## config.mk

```make
export PLATFORM = sky130hd
export DESIGN_NAME = fpp_cell
export DESIGN_NICKNAME = d
export VERILOG_FILES = /design/src/design/fpp_pkg.sv /design/src/design/fpp_cell.sv
export SDC_FILE = /design/constraint.sdc
export NUM_CORES = 1
export LEC_CHECK = 0
export CORE_ASPECT_RATIO = 1.5
export CORE_MARGIN = 2
export CORE_UTILIZATION = 43
export CTS_CLUSTER_DIAMETER = 150
export CTS_CLUSTER_SIZE = 25
export DETAILED_ROUTE_END_ITERATION = 10
export DONT_BUFFER_PORTS = 1
export PLACE_DENSITY = 0.62
export SYNTH_ARGS = -nofsm -noshare
export SYNTH_HDL_FRONTEND = slang
export SYNTH_SLANG_ARGS = --single-unit
```

## constraint.sdc

```tcl
create_clock -name clk -period 11.9 [get_ports clk]
set_input_delay 1.19 -clock clk [delete_from_list [all_inputs] [get_ports clk]]
set_output_delay 1.19 -clock clk [all_outputs]
set_load 0.01 [all_outputs]
```

## src/design/fpp_pkg.sv

```systemverilog
// Shared types and constants for the farthest point pair block.
// No dependencies.
package fpp_pkg;
	localparam int MaxPoints  = 1024;
	localparam int IdxW       = 10;
	localparam int CntW       = 11;
	localparam int CoordW     = 24;
	localparam int SqW        = 52;
	localparam int DistW      = 26;
	localparam logic [DistW-1:0] DistMax = 26'h3FFFFFF;

	typedef struct packed {
		logic signed [CoordW-1:0] x_coord;
		logic signed [CoordW-1:0] y_coord;
		logic signed [CoordW-1:0] z_coord;
		logic                     last_point;
	} point_in_t;

	typedef struct packed {
		logic [DistW-1:0] max_distance;
		logic [IdxW-1:0]  first_index;
		logic [IdxW-1:0]  second_index;
		logic             overflow;
	} result_t;

	typedef struct packed {
		logic signed [CoordW-1:0] x;
		logic signed [CoordW-1:0] y;
		logic signed [CoordW-1:0] z;
	} point_t;
endpackage

```

## src/design/fpp_cell.sv

```systemverilog
// One distance cell: squared difference of one axis, added to the neighbor's sum if en.
// Depends on fpp_pkg.
module fpp_cell (
	input  logic                          clk,
	input  logic                          en,
	input  logic signed [fpp_pkg::CoordW-1:0] a,
	input  logic signed [fpp_pkg::CoordW-1:0] b,
	input  logic [fpp_pkg::SqW-1:0]       sum_in,
	output logic [fpp_pkg::SqW-1:0]       sum_q
);
	logic signed [fpp_pkg::CoordW:0] d;
	logic [fpp_pkg::CoordW:0]        m;
	logic [2*fpp_pkg::CoordW+1:0]    sq;
	always_comb begin
		d  = {a[fpp_pkg::CoordW-1], a} - {b[fpp_pkg::CoordW-1], b};
		m  = d[fpp_pkg::CoordW] ? -d : d;
		sq = m * m;
	end
	always_ff @(posedge clk) begin
		sum_q <= en ? sum_in + fpp_pkg::SqW'(sq) : sum_in;
	end
endmodule

```

=== Word-level counts from Yosys, hierarchy flattened ===
Index checks and enable logic that the tools add are counted.

* Muxes and demuxes: 2
* $mul: 1
* $add $sub $neg: 3

{| class="wikitable"
|+ Operators with widths
! operator !! count
|-
| $add 52x50->52 || 1
|-
| $mux 52 || 1
|-
| $mul 25x25->50 || 1
|-
| $mux 25 || 1
|-
| $neg 25->25 || 1
|-
| $sub 24x24->25 || 1
|}

* Register bits after elaboration: 52
* Logic and storage cells: 7
* Output and inout bits: 52
* Bits of input ports: 102

=== Depth between registers and ports, before layout ===
* Depth in word-level cells: 6
* Gate-level depth with buffers: 43
* Gate-level depth less buffers: 41

=== Worst setup path after synthesis ===
Ideal clock, no wire load.

* Kind: input -> register
* Start point: input a[0] in the netlist's numbering
* End point: register sum_q[39] in the netlist's numbering
* Buffers on the path: 3
* Arrival: 10.288 ns
* Stages on the path: 40
* Data required time: 11.779 ns
* Library setup time: 0.121 ns
* Slack: 1.491 ns
* Path through: inv_1 ha_1 fa_1 nor2b_1 o31a_1 o211ai_1 a21oi_1 nor2_1 o311a_1 a22oi_1 buf_2 nor2_1 xor2_1 clkbuf_1 nand2_1 fa_1 inv_1 fa_1 [4 not listed] fa_1 inv_1 fa_1 inv_1 fa_1 ha_1 clkbuf_1 a21o_1 a21o_1 a21o_1 a211oi_1 nand2_1 o21ai_0 a21o_1 o21a_1 o21ai_0 xor2_1 mux2_2

* Word-level cells in the longest chain between the ends: 6

{| class="wikitable"
|+ RTL lines
! item !! RTL line !! text
|-
| start: declaration || fpp_cell.sv:6 || <nowiki>input logic signed [fpp_pkg::CoordW-1:0] a,</nowiki>
|-
| $sub 24x24->25 * || fpp_cell.sv:15 || <nowiki>d = {a[fpp_pkg::CoordW-1], a} - {b[fpp_pkg::CoordW-1], b};</nowiki>
|-
| $neg 25->25 || fpp_cell.sv:16 || <nowiki>m = d[fpp_pkg::CoordW] ? -d : d;</nowiki>
|-
| $mux 25 * || fpp_cell.sv:16 ||
|-
| $mul 25x25->50 * || fpp_cell.sv:17 || <nowiki>sq = m * m;</nowiki>
|-
| $add 52x50->52 * || fpp_cell.sv:20 || <nowiki>sum_q <= en ? sum_in + fpp_pkg::SqW'(sq) : sum_in;</nowiki>
|-
| $mux 52 * || fpp_cell.sv:20 ||
|-
| end signal: assignment || fpp_cell.sv:20 ||
|-
| end: declaration || fpp_cell.sv:9 || <nowiki>output logic [fpp_pkg::SqW-1:0] sum_q</nowiki>
|}

Mark *: on every way between the ends. The rest lies on a longest branch, timed or not.

=== Worst setup path in the final report ===
* Start point: input a[0] in the netlist's numbering
* End point: register sum_q[46] in the netlist's numbering

The elaborated chain is that of the path after synthesis.

==> impl_metrics.toml <==
[cts]
post_cts_resized = 0
cts_setup_buffers = 0
clkTransAtPathRegs_ps = 90
clk_path_buf_depth = 2
cts_hold_buffers = 0
cts_sinks = 52
clockRootBuffer = "clkbuf_16"
h-tree-depth = 2
cts_tree = "yes"
numCtsBuffers = 5

[final_layout]
antenna_cells = 0
drive_above_1_share = 0.06606
fillCellCount = 5185
largest_reg_flops = 52
largest-register = "sum_q"
fin_nets = 3372
syn2layout_area_growth_pct = 5.892
largestRegisters = "sum_q (52)"

[detailed_routing]
ant_nets = 0
drc = 0
firstDrtPassIters = 5
viasPerCell = 5.273
detail_route.wirelength_um = 66590
drtIter0Drc = 862
wl_per_cell_um = 20.65
vias = 17010

[sta]
worst_pin_slew_ps = 753.4
fmax_ghz = 0.08806
setup_viol = 0
drv_slew = 0
tns_ps = 0
min_period_ps = 11360
maxSlewHeadroom = 0.4977
hold_viol = 0
layout_worst_path_cycle_share = 0.9543
rsz0062_at_grt = "no"

[critical_path]
arrival_ps = 11650
crit_path_top_delay_cell = "fa_1"
cpPeakStageDelay_ps = 550
start_kind = "input port"
crit_required_ps = 12190
crit_type = "in2reg"
cp_top_family = "adder cells"
worst-path-stages = 41
cp-end-kind = "flop"
cp_max_fo = 9
critPathBufInv = 10
cp_common_cell = "fa_1"

[synthesis]
ys_warn_count = 0
yosysSeqAreaShare = 0.04603
synthFlopType = "dfxtp_1"
syn_area_per_cell_um2 = 8.982
synth_edf_count = 0
async_reset_ff_frac = 0
syn_inst = 2518
synthTopCellsByArea = "fa_1 (46%), ha_1 (12%), inv_1 (11%)"
synth.distinct_cells = 78
netlist_area_um2 = 22620
ys_ff_latch = 52
synth_top_cell_by_area = "fa_1"
netlist.area_leader.share = 0.4594

[floorplan]
die-width_um = 191.3
rows = 103
die_h_um = 284.9
dieArea_um2 = 54490
ios = 154
initial_core_util = 0.4323
coreArea_um2 = 52320

[global_routing]
antenna_found_initial = 2
grt_pass1_vias = 19550
grt_pass1_wl_um = 106700
grt_overflow = 0
grt_util_all_layers = 0.2619
grt_start_max_net_pins = 63

[placement]
place_hpwl_um = 57740
place.gp.congestion = 0.9721
io_buffers = 0

[worst_hold_path]
hold_depth = 1
hold_path.class = "in2reg"

[run]
cap_viol_max_count = 0

[outcome]
status = "finished, final reports clean"
path summary, 6_finish.rpt:
| check | from | end | slack (ps) |
|---|---|---|---|
| max | a[0] | sum_q[46] | 540 |
| min | sum_in[51] | sum_q[51] | 920 |
synthesized netlist by cell type, drive strengths merged, types with 7 or more instances:
library cell / number
and2: 9
clkbuf: 47
buf: 28
fa: 519
nor3: 21
o21bai: 7
mux2i: 10
nand2: 234
or3: 9
and3: 12
nor4: 10
a21oi: 68
nand4: 14
o21a: 10
dfxtp: 52
inv: 686
xnor2: 58
nor2: 208
nand3: 27
mux2: 35
o31ai: 10
o211ai: 7
ha: 209
a21o: 48
a31oi: 7
o21ai: 59
xor2: 34
nand2b: 9
nor2b: 8
routing by layer:
metal,global-route usage,share of wire,vias up
li1,-,-,7593
met3,0.03742,0.052,226
met1,0.2657,0.32,8604
met5,0,0.00015,-
met2,0.4932,0.55,580
met4,0.1665,0.074,2
layout by cell type, fill, tap and decap left out, types with 7 or more instances in the layout:
cell      synthesis  routed
a21o_1           48      48
a21oi_1          66      66
a31oi_1           7       7
and2_1            9       9
and3_1           12      12
buf_4             0      75
conb_1            2      19
dfxtp_1          52      52
fa_1            519     519
ha_1            209     209
inv_1           672     672
inv_2            14      14
mux2_2           34      34
mux2i_1          10      10
nand2_1         233     233
nand2b_1          9       9
nand3_1          27      27
nand4_1          12      12
nor2_1          208     208
nor2b_1           8       8
nor3_1           18      18
nor4_1            7       7
o211ai_1          7       7
o21a_1           10      10
o21ai_0          53      53
o21bai_1          7       7
o31ai_1           8       8
or3_1             8       8
xnor2_1          57      57
xor2_1           30      30
cells by family (layout without fill, tap and decap cells):
logic type | count (synthesis) | in the layout | synth area share
multiplexers | 45 | 45 | 0.02185
XOR/XNOR | 92 | 92 | 0.03779
adder cells (fa/ha/maj) | 728 | 728 | 0.5750
buffers and inverters | 762 | 770 | 0.1280
flip-flops | 52 | 52 | 0.04603
other | 2 | 19 | 0.0003321
AO/OA/AOI/OAI | 261 | 261 | 0.07729
AND/OR/NAND/NOR | 576 | 576 | 0.1137
cell type report:
type	instances	area [um^2]	area share
clock buffers	5	125.1	0.005224
clock inverters	3	42.54	0.001776
inverters	687	2579	0.1077
multi-input cells	1721	18750	0.7827
flip-flops and latches	52	1041	0.04347
well taps	682	853.3	0.03563
repair buffers	75	563.0	0.02351
metrics by stage:
step                utilization  instances  setup WS, ps  hold slack [ps]  area [um^2]
global placement         0.4545       3217         376.0             1294        23780
CTS                      0.4577       3225         659.1            892.5        23950
global route             0.4577       3225         122.5            906.3        23950
floorplan                     -       2535          1491             1289        22680
detailed placement       0.4545       3217         287.9             1299        23780
finish                   0.4577       3225         543.6            917.7        23950
Power is left out: the tool's default activity adds up to more than one toggle a clock period on the data nets, which glitch-free logic cannot reach.
