`config.mk`:
```
export PLATFORM = sky130hd
export DESIGN_NAME = fpp_sqrt
export DESIGN_NICKNAME = d
export VERILOG_FILES = /design/src/design/fpp_pkg.sv /design/src/design/fpp_sqrt.sv
export SDC_FILE = /design/constraint.sdc
export NUM_CORES = 1
export LEC_CHECK = 0
export BUFFER_PORTS_ARGS = -buffer_cell sky130_fd_sc_hd__buf_4
export CAP_MARGIN = 25
export CORE_MARGIN = 2
export CORE_UTILIZATION = 35
export CTS_BUF_LIST = sky130_fd_sc_hd__clkbuf_8
export DETAILED_ROUTE_END_ITERATION = 10
export PLACE_DENSITY = 0.63
export SLEW_MARGIN = 5
export SYNTH_ARGS = -nofsm -noshare
export SYNTH_HDL_FRONTEND = slang
export SYNTH_SLANG_ARGS = --single-unit
```
`constraint.sdc`:
```
create_clock -name clk -period 3.45 [get_ports clk]
set_input_delay 0.345 -clock clk [delete_from_list [all_inputs] [get_ports clk]]
set_output_delay 0.345 -clock clk [all_outputs]
set_load 0.02 [all_outputs]
```
`src/design/fpp_pkg.sv`:
```
// Shared types and constants for the farthest point pair block.
// No dependencies.
package fpp_pkg;
	localparam int MaxPoints  = 1024;
	localparam int IdxW       = 10;
	localparam int CntW       = 11;
	localparam int CoordW     = 24;
	localparam int SqW        = 52;
	localparam int DistW      = 26;
	localparam logic [DistW-1:0] DistMax = 26'h3FFFFFF;

	typedef struct packed {
		logic signed [CoordW-1:0] x_coord;
		logic signed [CoordW-1:0] y_coord;
		logic signed [CoordW-1:0] z_coord;
		logic                     last_point;
	} point_in_t;

	typedef struct packed {
		logic [DistW-1:0] max_distance;
		logic [IdxW-1:0]  first_index;
		logic [IdxW-1:0]  second_index;
		logic             overflow;
	} result_t;

	typedef struct packed {
		logic signed [CoordW-1:0] x;
		logic signed [CoordW-1:0] y;
		logic signed [CoordW-1:0] z;
	} point_t;
endpackage

```
`src/design/fpp_sqrt.sv`:
```
// Bit-serial floor square root, two radicand bits per cycle.
// Depends on fpp_pkg.
module fpp_sqrt (
	input  logic                       clk,
	input  logic                       arst_n,
	input  logic                       go,
	input  logic [fpp_pkg::SqW-1:0]    val,
	output logic                       done,
	output logic [fpp_pkg::DistW-1:0]  root
);
	logic [fpp_pkg::DistW-1:0] root_q;
	logic [4:0]                step_q;
	logic                      busy_q;
	logic [fpp_pkg::DistW+1:0] trial;
	always_comb trial = {root_q, 2'b01};
	// restoring algorithm on a remainder and a shifting radicand
	logic [fpp_pkg::SqW-1:0]   rad_q;
	logic [fpp_pkg::DistW+1:0] r_q;
	logic [fpp_pkg::DistW+1:0] r_next;
	always_comb r_next = {r_q[fpp_pkg::DistW-1:0], rad_q[fpp_pkg::SqW-1 -: 2]};
	always_ff @(posedge clk or negedge arst_n) begin
		if (!arst_n) begin
			busy_q <= 1'b0;
			done   <= 1'b0;
			step_q <= '0;
		end else begin
			done <= 1'b0;
			if (go) begin
				busy_q <= 1'b1;
				step_q <= '0;
			end else if (busy_q) begin
				step_q <= step_q + 5'd1;
				if (step_q == 5'd25) begin
					busy_q <= 1'b0;
					done   <= 1'b1;
				end
			end
		end
	end
	always_ff @(posedge clk) begin
		if (go) begin
			rad_q  <= val;
			r_q    <= '0;
			root_q <= '0;
		end else if (busy_q) begin
			rad_q <= {rad_q[fpp_pkg::SqW-3:0], 2'b00};
			if (r_next >= trial) begin
				r_q    <= r_next - trial;
				root_q <= {root_q[fpp_pkg::DistW-2:0], 1'b1};
			end else begin
				r_q    <= r_next;
				root_q <= {root_q[fpp_pkg::DistW-2:0], 1'b0};
			end
		end
	end
	assign root = root_q;
endmodule

```
Word-level counts from Yosys, hierarchy flattened
Index checks and enable logic that the tools add are counted.

operators by class
  add/sub/neg operators = 2
  multiply operators = 0
  div/mod/pow operators = 0
  magnitude comparators = 1
  eq/ne operators = 1
  shift operators = 0
  multiplexer cells = 12
  bitwise logic cells = 0
  reduce and logical (&&, ||, !) cells = 1

operators by type and width
  kind                 number
  $mux 52              2
  $ge 28x28->1         1
  $mux 26              1
  $sub 26x26->26       1
  $mux 5               2
  $mux 1               7
  $add 5x1->5 const B  1
  $eq 5x5->1 const B   1
  $reduce_bool 2->1    1

storage, ports and cells
  bits in registers = 111
  bits in latches = 0
  memory bits (writable) = 0
  bits in read-only memories = 0
  output and inout bits = 27
  memories = 0

Logic depth before layout (Yosys ltp)
Gate-level depths: netlist of run 1.

  word-level depth = 4
  depth in mapped cells = 11
  depth with buffers taken out = 10

Worst setup path after synthesis of run 1
No wires, ideal clock.

  path kind = register to register
  start point = register root_q, in the netlist root[0]
  end point = register r_q[1] (netlist bit)
  arrival time = 2.531 ns
  data required time = 3.318 ns
  setup slack = 0.786 ns
  stages on the path, launching flop included = 12
  path buffers = 1
  period minus slack after synthesis = 2.664 ns
  cells stage by stage = dfxtp_1 -> inv_1 -> ha_1 -> nor2b_4 -> o31a_4 -> o311ai_4 -> a21oi_2 -> o211ai_1 -> nand2_2 -> buf_2 -> o211ai_1 -> a21oi_1

on the way
  word-level cells in the longest chain between the ends = 2

ends and longest elaborated chain
  element                   RTL line        RTL
  start: declaration        fpp_sqrt.sv:11  logic [fpp_pkg::DistW-1:0] root_q;
  start signal: assignment  fpp_sqrt.sv:49  root_q <= {root_q[fpp_pkg::DistW-2:0], 1'b1};
  start signal: assignment  fpp_sqrt.sv:52  root_q <= {root_q[fpp_pkg::DistW-2:0], 1'b0};
  $ge 28x28->1              fpp_sqrt.sv:47  if (r_next >= trial) begin
  $mux 26                   fpp_sqrt.sv:47
  end signal: assignment    fpp_sqrt.sv:48  r_q <= r_next - trial;
  end signal: assignment    fpp_sqrt.sv:51  r_q <= r_next;
  end: declaration          fpp_sqrt.sv:18  logic [fpp_pkg::DistW+1:0] r_q;

No other way between the ends.
A chain may end at the register's enable or synchronous reset.

Worst setup path in the final report of run 1
  start point = register root_q, in the netlist root[0]
  end point = register r_q[18] (netlist bit)

on the way
  word-level cells in the longest chain between the ends = 2
  elaborated cells on any way between the ends = 3

ends and longest elaborated chain
  element                                         RTL line
  $sub 26x26->26 or $ge 28x28->1 (tied branches)  fpp_sqrt.sv:48, fpp_sqrt.sv:47
  $mux 26 (*)                                     fpp_sqrt.sv:47

Mark *: on every way between the ends. The rest lies on a longest branch, timed or not.

==> reports/qor.csv, run 1 <==
stage;metric;value;unit
yosys;Syn. warnings;0;
yosys;Synth Net Count;669;
route;total vias in the final route;4465;
layout;nets;740;
yosys;area leader, netlist;edfxtp_1;
grt;vias in the first global route;4530;
sta;RSZ-0062 raised after global routing;no;
critical_path;Worst R2R Start;root[0]$_SDFFE_PP0P_;
yosys;commonest cells in the netlist;nor2_1 (65), dfxtp_1 (52), edfxtp_1 (52);
critical_path;Crit-path slowest cell;dfxtp_1;
sta;skew final;0.0210;ns
grt;initial antenna violation count;0;
die;die width;136;um
route;Highest Signal Layer;met4;
clocking;H-tree depth;3;
sta;crit share post-route;0.875;
clocking;Clock Tree Root;clkbuf_8;
placed_design;dpl cell area;0.00692;mm2
critical_path;CP top delay family;compound AO/OA/AOI/OAI gates;
power_and_ir_drop;power density cells;726;mW/mm2
sta;Final setup viols;0;
yosys;Yosys cell types;65;
critical_path;Critical Path RT;3.71;ns
route;antenna-violating nets left;0;
route;WL/cell;14.4;um
min_path;worst hold path startpoint;val[0];
route;Routed met3 length;782;um
critical_path;CP bufs+invs;1;
yosys;Synth async-reset ratio;0.0631;
yosys;syn avg cell area;10.5;um2
job;Max Cap Violations;0;
die;die outline height;136;um
clocking;postcts setup bufs;0;
critical_path;Worst Path Max Fanout;25;
die;Ports;82;
route;DRC Markers;0;
sta;Rel. slew slack;0.468;
clocking;clock sink count;111;
sta;final count of pins violating max slew;0;
route;met2 wire len;5920;um
clocking;worst skew pair latency;0.39;ns
sta;worst-margin pin slew;0.798;ns
critical_path;crit end category;flip-flop;
outcome;outcome;finished, final reports clean;
placed_design;# port buffers;81;
layout;# diodes;0;
yosys;top_reg_cell synth;edfxtp_1;
placed_design;HPWL after DPL;8880;um
yosys;top-count cell post-synth;nor2_1;
yosys;synth top area cells;edfxtp_1 (26%), dfxtp_1 (17%), mux2_2 (9.2%), ha_1 (6.1%), mux2i_1 (4.1%);
grt;largest net degree at the start of global routing;72;
grt;Overall Global Routing Usage;0.147;
yosys;Seq/Total Area, Yosys;0.454;
critical_path;Worst setup SP type;flip-flop;
layout;fillers;1699;
clocking;Clock Tree Buf Depth;2;
sta;Setup TNS;0;ns
route;Iter 0 DRT Violations;173;
min_path;Hold WC Path Type;primary input to flip-flop;
yosys;Syn Inst Count;584;
clocking;Worst-path clk slew;0.12;ns
power_and_ir_drop;Leakage;3.04;nW
clocking;CTS buffer count;9;
critical_path;cells along the critical path;inv_1, ha_1, nor2b_4, o31a_4, o311ai_4, a21oi_2, o211ai_1, nand2_2, a311oi_1, nor3_1;
clocking;TritonCTS clock tree;done;
route;DR vias/cell;5.05;
die;# rows;48;
critical_path;critical path data arrival time;3.27;ns
grt;total congestion overflow;0;
yosys;top cell type's share of synthesized area;0.255;
layout;area grow syn2layout;16.5;%
yosys;Netlist Area Pre-Place;0.00612;mm2
layout;Post-Layout Inst Area;0.00712;mm2
placed_design;routability cong.;0.845;
critical_path;Crit path largest cell delay;0.39;ns
critical_path;CP startpoint;root[0]$_SDFFE_PP0P_;
power_and_ir_drop;Peak VDD IR;0.384;mV
sta;Hold Vio Cnt, Final;0;
layout;layout cells sized above 1;0.276;
die;Die ar.;0.0185;mm2
route;drt pass-1 iters;4;
die;Core Area;0.0172;mm2
die;Initial Util;0.356;
route;M1 wire length;5940;um
yosys;Post-synth EDFFs;52;
route;Detailed Route WL;12800;um
critical_path;crit path kind;flip-flop to flip-flop;
yosys;FF+latch count, synth;111;
grt;first-pass GRT wire length;22000;um
sta;crit path time final;3.02;ns
sta;fmax;0.331;GHz
-- area by class of cell --
class / count / area, um2 / share of cell area
Tap cell: 225 / 282 / 0.0395
Clock inverter: 7 / 72.6 / 0.0102
Multi-Input combinational cell: 409 / 3080 / 0.432
Sequential cell: 111 / 2780 / 0.390
Clock buffer: 9 / 124 / 0.0174
Inverter: 38 / 143 / 0.0200
Timing Repair Buffer: 86 / 648 / 0.0910
-- per-layer routing --
metal	global-route usage	vias up
li1	-	2251
met1	0.188	2109
met2	0.239	97
met3	0.0481	8
met4	0.0382	0
met5	0	-
-- kinds of logic (layout without fill, tap and decap cells) --
logic type      Yosys count  in the layout  share of synthesized area
compound gates          112            112                      0.143
mux                      75             75                      0.133
fa+ha+maj                30             30                     0.0614
simple gates            171            171                      0.135
buf+inv                  64            140                     0.0428
xor+xnor                 21             21                     0.0301
flops                   111            111                      0.454
-- cell usage in the layout, fill, tap and decap left out, types with 6 or more instances in the layout --
cell type | Yosys | routed
buf_4 | 0 | 85
nor2_1 | 65 | 65
dfxtp_1 | 52 | 52
edfxtp_1 | 52 | 52
mux2_2 | 50 | 50
nand2_1 | 50 | 50
inv_1 | 37 | 37
a21oi_1 | 30 | 30
ha_1 | 30 | 30
mux2i_1 | 25 | 25
xnor2_1 | 16 | 16
o21ai_0 | 12 | 12
nor3_1 | 11 | 11
a311oi_1 | 11 | 11
a21o_1 | 9 | 9
a311oi_2 | 9 | 9
clkbuf_8 | 0 | 9
nand3_1 | 8 | 8
dfrtp_1 | 7 | 6
-- through the flow --
stage	hold WS [ns]	cells	power [W]	setup WS, ns	util
global placement	0.159	868	0.00436	0.589	0.403
global route	0.207	885	0.00557	0.0949	0.415
CTS	0.202	885	0.00521	0.409	0.415
floorplan	0.0494	584	0.00390	0.786	-
finish	0.228	885	0.00517	0.432	0.415
detailed placement	0.160	868	0.00438	0.426	0.403
-- flip-flops by register name, indices dropped and copies added (netlist names) --
signal and cells:
root 26, rad_q 52, r_q 26, done 1, busy_q 1, step_q 5
-- what timing repair did --
action,CTS,global route
resized for setup,0,0
endpoints found under the hold margin,7,0
hold buffers,1,0
-- where the power goes --
part	switching (W)	total [W]	internal (W)
clock network	0.000504	0.000796	0.000292
registers	0.000116	0.00169	0.00157
logic	0.00149	0.00269	0.00120
-- worst paths after layout --
path / end / slack [ns] / cells after the start
worst max-delay path: r_q[18]$_SDFFE_PP0P_ / 0.43 / 10
worst min-delay path: rad_q[0]$_SDFFCE_PN0P_ / 0.23 / 2
worst min register to register: r_q[24]$_SDFFE_PP0P_ / 0.50 / 2
max in group asynchronous: busy_q$_DFF_PN0_ / 3.03 / 2
min in group asynchronous: busy_q$_DFF_PN0_ / 0.29 / 2
worst max register to register: r_q[18]$_SDFFE_PP0P_ / 0.43 / 10
Power figures use the tool's default switching activity.
==> inputs of run 2 (changes only) <==
Settings changed: CORE_ASPECT_RATIO set to 1.1, SETUP_SLACK_MARGIN set to 0.15.
Clock period 3.45 ns to 3.1 ns, I/O delays scaled along.
==> run 2 against run 1 <==
  * Die area about the same
  * Via count increased by 2.0%
  * Critical path type unchanged
  * Cell area grew 1.7%
==> reports/qor.csv, run 2 (synthesis gave the netlist of run 1 again) <==
stage;metric;value;unit;change
layout;commonest cells after routing, fill and taps aside;buf_4 (91), nor2_1 (65), dfxtp_1 (52), edfxtp_1 (52);;
power_and_ir_drop;power density cells;832;mW/mm2;+15%
layout;layout cells sized above 1;0.290;;+0.0142
clocking;Clock Tree Root;clkbuf_8;;
route;DRC Markers;0;;unchanged
clocking;worst skew pair latency;0.40;ns;about the same
critical_path;Crit-path slowest cell;dfxtp_1;;
power_and_ir_drop;NetSw;0.00244;W;+16%
power_and_ir_drop;Comb pwr share;0.542;;+0.022
layout;area grow syn2layout;18.5;%;
critical_path;CP top delay family;simple AND/OR/NAND/NOR gates;;
sta;Final setup viols;0;;unchanged
die;die outline height;143;um;+4.7%
grt;first-pass GRT wire length;21800;um;-1.1%
die;Ports;82;;unchanged
clocking;H-tree depth;3;;unchanged
critical_path;CP bufs+invs;2;;+1
layout;Reg with most FFs;rad_q;;
route;WL/cell;14.6;um;+1.1%
route;Detailed Route WL;13200;um;+3.2%
power_and_ir_drop;Sw Ratio;0.405;;-0.00301
die;Die ar.;0.0185;mm2;about the same
die;# rows;50;;+4.2%
critical_path;Crit path largest cell delay;0.39;ns;about the same
outcome;outcome;finished, final reports clean;;
power_and_ir_drop;Internal Dissipation;0.00359;W;+17%
critical_path;Critical Path RT;3.41;ns;-0.30 ns
power_and_ir_drop;Leakage;3.08;nW;+1.6%
sta;fmax;0.358;GHz;+7.9%
placed_design;routability cong.;0.903;;+6.9%
route;Iter 0 DRT Violations;233;;+35%
sta;Setup TNS;0;ns;unchanged
layout;max reg flops;52;;unchanged
clocking;Worst-path clk slew;0.12;ns;about the same
layout;commonest non-fill, non-tap cell in the layout;buf_4;;
sta;Hold Vio Cnt, Final;0;;unchanged
critical_path;cells along the critical path;inv_1, ha_1, and3_1, and2_4, nand4_4, nor3_4, o211a_4, nor2_4, buf_12, or3_1, a311oi_1;;
route;antenna-violating nets left;0;;unchanged
route;total vias in the final route;4553;;+2.0%
power_and_ir_drop;Seq pwr share;0.312;;-0.014
min_path;worst hold path startpoint;val[0];;
route;DR vias/cell;5.04;;about the same
critical_path;CP startpoint;root[15]$_SDFFE_PP0P_;;
layout;nets;749;;+1.2%
sta;final count of pins violating max slew;0;;unchanged
route;drt pass-1 iters;4;;unchanged
critical_path;Worst Path Max Fanout;12;;-52%
job;Max Cap Violations;0;;unchanged
critical_path;crit end category;flip-flop;;
power_and_ir_drop;clock network power share;0.146;;-0.008
power_and_ir_drop;Peak VDD IR;0.445;mV;+16%
die;Initial Util;0.358;;+0.00203
min_path;Hold WC Path Type;primary input to flip-flop;;
critical_path;critical path data arrival time;3.11;ns;-0.16 ns
critical_path;crit path kind;flip-flop to flip-flop;;
critical_path;Worst setup SP type;flip-flop;;
sta;RSZ-0062 raised after global routing;no;;
grt;Overall Global Routing Usage;0.147;;-0.000248
clocking;TritonCTS clock tree;done;;
clocking;Clock Tree Buf Depth;2;;unchanged
critical_path;Worst R2R Start;root[15]$_SDFFE_PP0P_;;
die;Core Area;0.0171;mm2;-0.57%
sta;crit path time final;2.80;ns;-0.221 ns
grt;vias in the first global route;4546;;+0.35%
grt;total congestion overflow;0;;unchanged
grt;largest net degree at the start of global routing;112;;+56%
die;die width;130;um;-4.5%
placed_design;# port buffers;81;;unchanged
clocking;clock sink count;111;;unchanged
clocking;CTS buffer count;9;;unchanged
sta;Rel. slew slack;0.570;;+0.101
layout;# diodes;0;;unchanged
sta;crit share post-route;0.902;;+0.0275
sta;hold_ws;0.187;ns;-0.0404 ns
grt;initial antenna violation count;0;;unchanged
sta;skew final;0.0149;ns;-0.00607 ns
placed_design;HPWL after DPL;8920;um;+0.43%
sta;worst-margin pin slew;0.645;ns;-0.152 ns
-- run 2: timing repair --
item                                   CTS  global route
resized for setup                        0             3
buffers inserted                         0             6
endpoints found under the hold margin    7             0
hold buffers                             1             0
setup endpoints to repair                0            25
-- run 2: through the flow --
stage	total power (W)	utilization	instance area (um2)	instances	setup slack, ns
finish	0.00603	0.424	7240	903	0.303
global route	0.00648	0.424	7240	903	0.171
CTS	0.00583	0.419	7160	896	0.247
detailed placement	0.00492	0.407	6960	879	0.286
global placement	0.00488	0.407	6960	879	0.284
floorplan	0.00435	-	6120	584	0.436
-- run 2: worst paths after layout --
| path | slack (ns) | endpoint | depth (start not counted) |
|---|---|---|---|
| hold / removal | 0.19 | rad_q[0]$_SDFFCE_PN0P_ | 2 |
| min in group asynchronous | 0.24 | step_q[4]$_DFFE_PN0P_ | 2 |
| max in group asynchronous | 2.72 | busy_q$_DFF_PN0_ | 2 |
| hold reg to reg | 0.50 | r_q[24]$_SDFFE_PP0P_ | 2 |
| setup reg to reg | 0.30 | r_q[15]$_SDFFE_PP0P_ | 11 |
| setup / recovery | 0.30 | r_q[15]$_SDFFE_PP0P_ | 11 |
-- run 2: area by class of cell --
cell class / instances / area (um2)
fill: 1672 / 9830
multi-input combinational: 410 / 3100
sequential: 111 / 2780
timing repair buffer: 94 / 733
tap: 234 / 293
inverter: 38 / 143
clock buffer: 9 / 124
clock inverter: 7 / 66.3
-- run 2: worst register-to-register path, delay by kind of cell (launching register included) --
kind / cells / cell delay [ns]
flip-flops: 1 / 0.39
AO/OA/AOI/OAI: 2 / 0.52
adder cells (fa/ha/maj): 1 / 0.39
AND/OR/NAND/NOR: 6 / 1.20
buffers and inverters: 2 / 0.20
-- run 2: layer usage --
metal / vias up / track usage / wire length, um
met3: 13 / 0.0480 / 892
met4: 0 / 0.0617 / 193
met2: 110 / 0.233 / 6140
met5: - / 0 / 0
li1: 2275 / - / -
met1: 2155 / 0.183 / 5940
-- run 2: power by group through the flow --
stage	Sequential [W]	Combinational [W]	Clock, W
CTS	0.00188	0.00303	0.000925
floorplan	0.00188	0.00246	0
finish	0.00188	0.00327	0.000878
global placement	0.00191	0.00297	0
detailed placement	0.00191	0.00300	0
global route	0.00191	0.00360	0.000972
